`config.mk`:
```
export PLATFORM = sky130hd
export DESIGN_NAME = tensor_permute_address_generator_flat
export DESIGN_NICKNAME = d
export VERILOG_FILES = /design/src/rtl/core/tpag_pkg.sv /design/src/rtl/core/tpag_req_if.sv /design/src/rtl/core/tpag_rsp_if.sv /design/src/rtl/core/tpag_front.sv /design/src/rtl/core/tpag_queue.sv /design/src/rtl/core/tpag_back.sv /design/src/rtl/core/tensor_permute_address_generator.sv /design/src/flat_wrapper.sv
export SDC_FILE = /design/constraint.sdc
export NUM_CORES = 2
export LEC_CHECK = 0
export BUFFER_PORTS_ARGS = -buffer_cell sky130_fd_sc_hd__buf_2
export CAP_MARGIN = 20
export CORE_UTILIZATION = 40
export CTS_BUF_LIST = sky130_fd_sc_hd__clkbuf_8
export DETAILED_ROUTE_END_ITERATION = 8
export GPL_TIMING_DRIVEN = 1
export SYNTH_ARGS = -nofsm -noshare
export SYNTH_HDL_FRONTEND = slang
export SYNTH_HIERARCHICAL = 1
export SYNTH_SLANG_ARGS = --single-unit
```
`constraint.sdc`:
```
create_clock -name clock -period 13.09 [get_ports clock]
set_clock_uncertainty 0.05 [all_clocks]
set_input_delay 2.618 -clock clock [delete_from_list [all_inputs] [get_ports clock]]
set_output_delay 2.618 -clock clock [all_outputs]
set_load 0.05 [all_outputs]
```
`src/rtl/core/tpag_pkg.sv`:
```
// tpag_pkg: shared types, constants and helpers for the tensor permute
// address generator (front counters, request queue, address pipeline).
// No dependencies.
package tpag_pkg;

   localparam int DIM_BITS    = 8;
   localparam int DATA_BITS   = 32;
   localparam int ADDR_BITS   = 32;
   localparam int SIZE_BITS   = 9;
   localparam int PERM_BITS   = 2;
   localparam int NUM_DIMS    = 4;
   localparam int CSR_IDX_BITS = 3;
   localparam int QUEUE_DEPTH = 2;
   localparam int QPTR_BITS   = (QUEUE_DEPTH > 1) ? $clog2(QUEUE_DEPTH) : 1;
   localparam int QCNT_BITS   = $clog2(QUEUE_DEPTH + 1);

   // effective extent must hold both a raw size value and 1 << DIM_BITS
   localparam int EXT_BITS = (SIZE_BITS > DIM_BITS + 1) ? SIZE_BITS : DIM_BITS + 1;
   localparam logic [EXT_BITS-1:0] EXT_CAP = EXT_BITS'(1) << DIM_BITS;

   typedef enum logic [CSR_IDX_BITS-1:0] {
      CSR_SIZE_D0 = 3'd0,
      CSR_SIZE_D1 = 3'd1,
      CSR_SIZE_D2 = 3'd2,
      CSR_SIZE_D3 = 3'd3,
      CSR_PERM_0  = 3'd4,
      CSR_PERM_1  = 3'd5,
      CSR_PERM_2  = 3'd6,
      CSR_PERM_3  = 3'd7
   } csr_index_type;

   typedef logic [NUM_DIMS-1:0][DIM_BITS-1:0]  coord_vec_type;
   typedef logic [NUM_DIMS-1:0][EXT_BITS-1:0]  ext_vec_type;
   typedef logic [NUM_DIMS-1:0][PERM_BITS-1:0] perm_vec_type;

   typedef struct packed {
      ext_vec_type  ext;
      perm_vec_type perm;
   } cfg_type;

   typedef struct packed {
      coord_vec_type          coords;
      logic [DATA_BITS-1:0]   element;
      logic                   last;
   } entry_type;

   typedef struct packed {
      logic full;
      logic empty;
   } queue_stat_type;

   typedef struct packed {
      logic at_origin;
   } front_stat_type;

   // zero acts as one, anything above the counter range is capped
   function automatic logic [EXT_BITS-1:0] eff_extent(input logic [SIZE_BITS-1:0] size);
      logic [EXT_BITS-1:0] wide;
      wide = EXT_BITS'(size);
      if (wide == '0) begin
         return EXT_BITS'(1);
      end else if (wide > EXT_CAP) begin
         return EXT_CAP;
      end
      return wide;
   endfunction

endpackage

```
`src/rtl/core/tpag_req_if.sv`:
```
// tpag_req_if: request channel carrying source-order element words.
// Depends on tpag_pkg.
interface tpag_req_if;
   logic                           valid;
   logic                           ready;
   logic [tpag_pkg::DATA_BITS-1:0] element;

   modport source (output valid, output element, input ready);
   modport sink   (input valid, input element, output ready);
endinterface

```
`src/rtl/core/tpag_rsp_if.sv`:
```
// tpag_rsp_if: response channel carrying destination address and element.
// Depends on tpag_pkg.
interface tpag_rsp_if;
   logic                           valid;
   logic                           ready;
   logic [tpag_pkg::ADDR_BITS-1:0] dest_addr;
   logic [tpag_pkg::DATA_BITS-1:0] element_out;
   logic                           last;

   modport source (output valid, output dest_addr, output element_out, output last,
                   input ready);
   modport sink   (input valid, input dest_addr, input element_out, input last,
                   output ready);
endinterface

```
`src/rtl/core/tpag_front.sv`:
```
// tpag_front: accepts requests, runs the source coordinate odometer and
// tags each element with its coordinates and last flag. Depends on tpag_pkg.
module tpag_front (
   input  logic                     clock,
   input  logic                     reset,
   input  tpag_pkg::cfg_type        cfg,
   tpag_req_if.sink                 req,
   input  tpag_pkg::queue_stat_type q_stat,
   output logic                     push,
   output tpag_pkg::entry_type      push_data,
   output tpag_pkg::front_stat_type f_stat
);

   tpag_pkg::coord_vec_type        coords_ff;
   tpag_pkg::coord_vec_type        coords_in;
   logic [tpag_pkg::NUM_DIMS-1:0]  at_end;
   logic [tpag_pkg::NUM_DIMS:0]    carry;
   logic [tpag_pkg::EXT_BITS-1:0]  next_pos [tpag_pkg::NUM_DIMS];

   assign req.ready = !q_stat.full;
   assign push      = req.valid && req.ready;

   always_comb begin
      for (int i = 0; i < tpag_pkg::NUM_DIMS; i++) begin
         next_pos[i] = tpag_pkg::EXT_BITS'(coords_ff[i]) + tpag_pkg::EXT_BITS'(1);
         // a counter past its extent also counts as at its end
         at_end[i]   = next_pos[i] >= cfg.ext[i];
      end
      // innermost dimension is the highest index
      carry[tpag_pkg::NUM_DIMS] = 1'b1;
      for (int i = tpag_pkg::NUM_DIMS - 1; i >= 0; i--) begin
         carry[i] = carry[i+1] && at_end[i];
         if (!carry[i+1]) begin
            coords_in[i] = coords_ff[i];
         end else if (at_end[i]) begin
            coords_in[i] = '0;
         end else begin
            coords_in[i] = next_pos[i][tpag_pkg::DIM_BITS-1:0];
         end
      end
   end

   assign push_data.coords  = coords_ff;
   assign push_data.element = req.element;
   assign push_data.last    = &at_end;
   assign f_stat.at_origin  = (coords_ff == '0);

   always_ff @(posedge clock) begin
      if (reset) begin
         coords_ff <= '0;
      end else if (push) begin
         coords_ff <= coords_in;
      end
   end

endmodule

```
`src/rtl/core/tpag_queue.sv`:
```
// tpag_queue: short register queue between the front and the address
// pipeline so each side stalls on its own. Depends on tpag_pkg.
module tpag_queue (
   input  logic                     clock,
   input  logic                     reset,
   input  logic                     push,
   input  tpag_pkg::entry_type      push_data,
   input  logic                     pop,
   output tpag_pkg::entry_type      head,
   output tpag_pkg::queue_stat_type q_stat
);

   tpag_pkg::entry_type             slot_ff [tpag_pkg::QUEUE_DEPTH];
   logic [tpag_pkg::QPTR_BITS-1:0]  wr_ptr_ff, wr_ptr_in;
   logic [tpag_pkg::QPTR_BITS-1:0]  rd_ptr_ff, rd_ptr_in;
   logic [tpag_pkg::QCNT_BITS-1:0]  count_ff, count_in;

   localparam logic [tpag_pkg::QPTR_BITS-1:0] LAST_PTR =
      tpag_pkg::QPTR_BITS'(tpag_pkg::QUEUE_DEPTH - 1);
   localparam logic [tpag_pkg::QCNT_BITS-1:0] FULL_CNT =
      tpag_pkg::QCNT_BITS'(tpag_pkg::QUEUE_DEPTH);

   assign q_stat.full  = (count_ff == FULL_CNT);
   assign q_stat.empty = (count_ff == '0);
   assign head         = slot_ff[rd_ptr_ff];

   always_comb begin
      wr_ptr_in = wr_ptr_ff;
      rd_ptr_in = rd_ptr_ff;
      count_in  = count_ff;
      if (push) begin
         wr_ptr_in = (wr_ptr_ff == LAST_PTR) ? '0 : wr_ptr_ff + 1'b1;
      end
      if (pop) begin
         rd_ptr_in = (rd_ptr_ff == LAST_PTR) ? '0 : rd_ptr_ff + 1'b1;
      end
      if (push && !pop) begin
         count_in = count_ff + 1'b1;
      end else if (pop && !push) begin
         count_in = count_ff - 1'b1;
      end
   end

   always_ff @(posedge clock) begin
      if (reset) begin
         wr_ptr_ff <= '0;
         rd_ptr_ff <= '0;
         count_ff  <= '0;
      end else begin
         wr_ptr_ff <= wr_ptr_in;
         rd_ptr_ff <= rd_ptr_in;
         count_ff  <= count_in;
      end
   end

   always_ff @(posedge clock) begin
      if (push) begin
         slot_ff[wr_ptr_ff] <= push_data;
      end
   end

endmodule

```
`src/rtl/core/tpag_back.sv`:
```
// tpag_back: three-stage address pipeline, one multiply-add per stage,
// last stage is the response register. Depends on tpag_pkg, tpag_rsp_if.
module tpag_back (
   input  logic                     clock,
   input  logic                     reset,
   input  tpag_pkg::cfg_type        cfg,
   input  tpag_pkg::queue_stat_type q_stat,
   input  tpag_pkg::entry_type      head,
   output logic                     pop,
   tpag_rsp_if.source               rsp
);

   localparam int AB = tpag_pkg::ADDR_BITS;

   logic en1, en2, en3;

   logic                           v1_ff, v2_ff, v3_ff;
   logic [AB-1:0]                  a1_ff, a1_in, a2_ff, a2_in, a3_ff, a3_in;
   logic [tpag_pkg::DIM_BITS-1:0]  o2_s1_ff, o3_s1_ff, o3_s2_ff;
   logic [tpag_pkg::DATA_BITS-1:0] el1_ff, el2_ff, el3_ff;
   logic                           l1_ff, l2_ff, l3_ff;

   // stages collapse bubbles: each moves when the one after it has room
   assign en3 = !v3_ff || rsp.ready;
   assign en2 = !v2_ff || en3;
   assign en1 = !v1_ff || en2;
   assign pop = !q_stat.empty && en1;

   assign a1_in = AB'(head.coords[cfg.perm[0]]) * AB'(cfg.ext[cfg.perm[1]])
                + AB'(head.coords[cfg.perm[1]]);
   assign a2_in = a1_ff * AB'(cfg.ext[cfg.perm[2]]) + AB'(o2_s1_ff);
   assign a3_in = a2_ff * AB'(cfg.ext[cfg.perm[3]]) + AB'(o3_s2_ff);

   always_ff @(posedge clock) begin
      if (reset) begin
         v1_ff <= 1'b0;
         v2_ff <= 1'b0;
         v3_ff <= 1'b0;
      end else begin
         if (en1) begin
            v1_ff <= pop;
         end
         if (en2) begin
            v2_ff <= v1_ff;
         end
         if (en3) begin
            v3_ff <= v2_ff;
         end
      end
   end

   always_ff @(posedge clock) begin
      if (en1) begin
         a1_ff    <= a1_in;
         o2_s1_ff <= head.coords[cfg.perm[2]];
         o3_s1_ff <= head.coords[cfg.perm[3]];
         el1_ff   <= head.element;
         l1_ff    <= head.last;
      end
      if (en2) begin
         a2_ff    <= a2_in;
         o3_s2_ff <= o3_s1_ff;
         el2_ff   <= el1_ff;
         l2_ff    <= l1_ff;
      end
      if (en3) begin
         a3_ff    <= a3_in;
         el3_ff   <= el2_ff;
         l3_ff    <= l2_ff;
      end
   end

   assign rsp.valid       = v3_ff;
   assign rsp.dest_addr   = a3_ff;
   assign rsp.element_out = el3_ff;
   assign rsp.last        = l3_ff;

endmodule

```
`src/rtl/core/tensor_permute_address_generator.sv`:
```
// Tensor permute address generator: source-order element stream in,
// (destination address, element, last) out for a permuted 4D tensor.
//
// Channels: req_bus takes one element word per request in source row-major
// order; rsp_bus returns one response per request, in order, with the flat
// row-major address in the permuted tensor and a last flag on the final
// element, after which the coordinate counters start again at zero.
// csr_* writes the four source extents and the four permutation entries;
// write only while no request is in flight.
// Throughput: one request per cycle sustained while rsp_bus is ready.
// An accepted request passes through its queue slot and then the three
// multiply-add stages of the address pipeline, in that order, before it
// is valid on rsp_bus.
// Stalls: a two-entry queue sits between the counter front end and the
// address pipeline; req_bus.ready drops only when that queue is full, so a
// stalled receiver backs up the pipeline first and the front end later.
// Reset: synchronous; counters at zero, queue and pipeline empty, extents
// one and permutation identity.
module tensor_permute_address_generator (
   input  logic                                   clock,
   input  logic                                   reset,
   tpag_req_if.sink                               req_bus,
   tpag_rsp_if.source                             rsp_bus,
   input  logic                                   csr_write_en,
   input  logic [tpag_pkg::CSR_IDX_BITS-1:0]      csr_index,
   input  logic [tpag_pkg::SIZE_BITS-1:0]         csr_wdata
);

   logic [tpag_pkg::SIZE_BITS-1:0]  size_ff [tpag_pkg::NUM_DIMS];
   tpag_pkg::perm_vec_type          perm_ff;
   tpag_pkg::cfg_type               cfg;

   logic                            push;
   logic                            pop;
   tpag_pkg::entry_type             push_data;
   tpag_pkg::entry_type             head;
   tpag_pkg::queue_stat_type        q_stat;
   tpag_pkg::front_stat_type        f_stat;

   always_ff @(posedge clock) begin
      if (reset) begin
         for (int i = 0; i < tpag_pkg::NUM_DIMS; i++) begin
            size_ff[i] <= tpag_pkg::SIZE_BITS'(1);
            perm_ff[i] <= tpag_pkg::PERM_BITS'(i);
         end
      end else if (csr_write_en) begin
         case (tpag_pkg::csr_index_type'(csr_index))
            tpag_pkg::CSR_SIZE_D0: size_ff[0] <= csr_wdata;
            tpag_pkg::CSR_SIZE_D1: size_ff[1] <= csr_wdata;
            tpag_pkg::CSR_SIZE_D2: size_ff[2] <= csr_wdata;
            tpag_pkg::CSR_SIZE_D3: size_ff[3] <= csr_wdata;
            tpag_pkg::CSR_PERM_0:  perm_ff[0] <= csr_wdata[tpag_pkg::PERM_BITS-1:0];
            tpag_pkg::CSR_PERM_1:  perm_ff[1] <= csr_wdata[tpag_pkg::PERM_BITS-1:0];
            tpag_pkg::CSR_PERM_2:  perm_ff[2] <= csr_wdata[tpag_pkg::PERM_BITS-1:0];
            tpag_pkg::CSR_PERM_3:  perm_ff[3] <= csr_wdata[tpag_pkg::PERM_BITS-1:0];
            default: begin
            end
         endcase
      end
   end

   always_comb begin
      for (int i = 0; i < tpag_pkg::NUM_DIMS; i++) begin
         cfg.ext[i] = tpag_pkg::eff_extent(size_ff[i]);
      end
      cfg.perm = perm_ff;
   end

   tpag_front u_front (
      .clock     (clock),
      .reset     (reset),
      .cfg       (cfg),
      .req       (req_bus),
      .q_stat    (q_stat),
      .push      (push),
      .push_data (push_data),
      .f_stat    (f_stat)
   );

   tpag_queue u_queue (
      .clock     (clock),
      .reset     (reset),
      .push      (push),
      .push_data (push_data),
      .pop       (pop),
      .head      (head),
      .q_stat    (q_stat)
   );

   tpag_back u_back (
      .clock  (clock),
      .reset  (reset),
      .cfg    (cfg),
      .q_stat (q_stat),
      .head   (head),
      .pop    (pop),
      .rsp    (rsp_bus)
   );

`ifndef SYNTHESIS
   // final element wraps every counter back to the origin
   assert property (@(posedge clock) disable iff (reset)
      (push && push_data.last) |=> f_stat.at_origin)
      else $error("counters did not wrap after last element");

   // a full queue with nothing drained stays full
   assert property (@(posedge clock) disable iff (reset)
      (q_stat.full && !pop) |=> q_stat.full)
      else $error("queue lost an entry while stalled");

   // reset leaves no response pending and an empty queue
   assert property (@(posedge clock)
      reset |=> (!rsp_bus.valid && q_stat.empty))
      else $error("state not cleared by reset");
`endif

endmodule
```
`src/flat_wrapper.sv`:
```
// flat-port wrapper written by rule: the top's interface ports become plain ports
module tensor_permute_address_generator_flat 
  (clock, reset, csr_write_en, csr_index, csr_wdata, req_bus_valid, req_bus_element, req_bus_ready, rsp_bus_valid, rsp_bus_dest_addr, rsp_bus_element_out, rsp_bus_last, rsp_bus_ready);
  tpag_req_if req_bus_i ();
  tpag_rsp_if rsp_bus_i ();
  input  logic clock;
  input  logic reset;
  input  logic csr_write_en;
  input  logic [tpag_pkg::CSR_IDX_BITS-1:0] csr_index;
  input  logic [tpag_pkg::SIZE_BITS-1:0] csr_wdata;
  input wire logic [$bits(req_bus_i.valid)-1:0] req_bus_valid;
  input wire logic [$bits(req_bus_i.element)-1:0] req_bus_element;
  output wire logic [$bits(req_bus_i.ready)-1:0] req_bus_ready;
  output wire logic [$bits(rsp_bus_i.valid)-1:0] rsp_bus_valid;
  output wire logic [$bits(rsp_bus_i.dest_addr)-1:0] rsp_bus_dest_addr;
  output wire logic [$bits(rsp_bus_i.element_out)-1:0] rsp_bus_element_out;
  output wire logic [$bits(rsp_bus_i.last)-1:0] rsp_bus_last;
  input wire logic [$bits(rsp_bus_i.ready)-1:0] rsp_bus_ready;
  assign req_bus_i.valid = req_bus_valid;
  assign req_bus_i.element = req_bus_element;
  assign req_bus_ready = req_bus_i.ready;
  assign rsp_bus_valid = rsp_bus_i.valid;
  assign rsp_bus_dest_addr = rsp_bus_i.dest_addr;
  assign rsp_bus_element_out = rsp_bus_i.element_out;
  assign rsp_bus_last = rsp_bus_i.last;
  assign rsp_bus_i.ready = rsp_bus_ready;
  tensor_permute_address_generator u_core (.clock(clock), .reset(reset), .req_bus(req_bus_i), .rsp_bus(rsp_bus_i), .csr_write_en(csr_write_en), .csr_index(csr_index), .csr_wdata(csr_wdata));
endmodule
```
==> results.yml <==
run_status:
  status: "completed"
sta:
  min_period_ps: 8120
  fin_setup_tns_ps: 0
  rsz0062_at_grt: "no"
  tightest_slew_ps: 1080
  maxSlewHeadroom: 0.281
  final-max-slew-violation-count: 0
  setup_violations: 0
  timing.final.crit_share: 0.620
  hold_violations: 0
  worst_slack_ps: 4970
  max_freq_ghz: 0.123
placement:
  pre_cts_slack_ps: 4940
  hpwl_um: 55400
  io_buffer_count: 115
  routabilityCongestion: 0.855
floorplan:
  core-area_um2: 81100
  initial_core_util: 0.407
  die_x_um: 289
  die_area_um2: 83600
  ios: 116
  rows: 104
  die_y_um: 289
worst_setup_path:
  critical_path_arrival_ps: 8460
  r2r_slack_ps: 4970
  cp.required_ps: 13430
  path_max_fanout: 29
  crit_path_end_kind: "flop"
  startpoint_type: "flop"
  setup.worst_path.class: "flop to flop"
routing:
  drt-initial-drc-count: 1044
  drc: 0
  ant_nets: 0
  vias_per_cell: 5.16
  wl_per_cell_um: 18.1
  num_vias: 20544
  drt-total-wl_um: 72100
  dr.pass1.iters: 6
grt:
  grt_antenna_before_repair: 3
  grt_pass1_vias: 21924
  grt_max_degree: 71
  overflow: 0
  grt_pass1_wl_um: 116000
  grt_use_total: 0.177
clock_tree:
  insertion_delay_ps: 660
  cts_tree: "built"
  cts_root_buf: "clkbuf_8"
  cts_hold_buf: 0
  cts_resized: 0
  cts_sinks: 416
  postCtsSetupBuffers: 0
  h-tree-depth: 3
  cts.clk_slew.worst_paths_ps: 60
  cts_buffers: 75
  cts_buffer_depth: 3
layout:
  drive_gt1_frac: 0.131
  area_growth_pct: 8.53
  layout.nets: 3507
  fillers: 7409
synth:
  ys_warn_count: 6
  netlist_instances: 2779
  synthesis.nets: 3417
  synth_area_um2: 33000
  synth.avg_cell_area_um2: 11.9
hold_path:
  min_path_type: "flop to flop"
flow_run:
  maxCapViolations: 0
worst max-delay path, cell delays in order, from the launching register on:
cell	delay, ps
edfxtp_1	400
or4_1	530
nor2_1	170
ha_1	320
mux2_2	300
mux4_2	670
nand2_1	170
fa_1	560
inv_1	50
fa_1	510
inv_1	60
fa_1	540
inv_1	50
fa_1	470
inv_1	50
fa_1	470
inv_1	40
ha_1	190
or3_4	390
o21bai_1	170
a31o_2	320
a41oi_2	360
o21bai_2	150
a221o_1	410
a2111oi_2	340
nor3_2	90
per-layer routing:
layer / up-vias / GRT usage / share of wire
met2: 543 / 0.300 / 0.49
li1: 9540 / - / -
met3: 140 / 0.0356 / 0.054
met5: - / 0 / 0
met1: 10321 / 0.223 / 0.43
met4: 0 / 0.0611 / 0.031
cell usage in the layout (no fill, tap or decap), types with 11 or more instances in the layout:
cell        n
fa_1      349
inv_1     353
xnor2_1    75
buf_2     115
o21a_1     14
edfxtp_1  368
mux2_2     68
or3_1      17
nand3_1    32
nand2_1   266
nand4_1    13
clkbuf_8   81
a21oi_1    69
a21o_1     30
o21bai_1   15
a31oi_1    12
dfxtp_1    47
nand2b_1   21
mux4_2     59
ha_1      240
o21ai_0    46
clkinv_1   15
and2_1    284
a211oi_1   11
nor2b_1    25
xor2_1     37
nor2_1     80
nor3_1     48
registers in the layout, summed over array words and instances (netlist names), 29 cells and up, named ones only:
register,cells
u_core/u_back/a2_ff,29
u_core/u_front/push_data,32
u_core/u_queue/slot_ff,130
u_core/u_back/rsp.element_out,32
u_core/u_back/rsp.dest_addr,32
u_core/size_ff,36
u_core/u_back/el1_ff,32
u_core/u_back/el2_ff,32
cell type report:
| class | instances | area (um^2) | share of cell area |
|---|---|---|---|
| Sequential cell | 416 | 12000 | 0.336 |
| Clock inverter | 50 | 287 | 0.00800 |
| Multi-Input combinational cell | 1913 | 19100 | 0.533 |
| Timing Repair Buffer | 126 | 698 | 0.0195 |
| Clock buffer | 81 | 1110 | 0.0311 |
| Inverter | 337 | 1260 | 0.0353 |
| Antenna cell | 2 | 5.00 | 0.000140 |
| Tap cell | 1060 | 1330 | 0.0370 |
metrics by stage:
step	utilization	hold slack, ps	cells	cell area (um^2)
after CTS	0.441	342	3981	35800
after global placement	0.424	351	3849	34300
after floorplan	-	350	2779	33000
after detailed placement	0.424	355	3850	34400
final	0.442	345	3985	35800
after global routing	0.442	360	3985	35800
final timing paths:
check / startpoint / end / depth (start not counted)
min reg2reg: u_core/u_back/el2_ff[30]$_DFFE_PP_ / u_core/u_back/rsp.element_out[30]$_DFFE_PP_ / 0
max reg2reg: u_core/size_ff[1][5]$_SDFFCE_PN0P_ / u_core/u_back/rsp.dest_addr[31]$_DFFE_PP_ / 25
max: u_core/size_ff[1][5]$_SDFFCE_PN0P_ / u_core/u_back/rsp.dest_addr[31]$_DFFE_PP_ / 25
min: u_core/u_back/el2_ff[30]$_DFFE_PP_ / u_core/u_back/rsp.element_out[30]$_DFFE_PP_ / 0
Power is left out: the tool's default activity adds up to more than one toggle a clock period on the data nets, which glitch-free logic cannot reach.
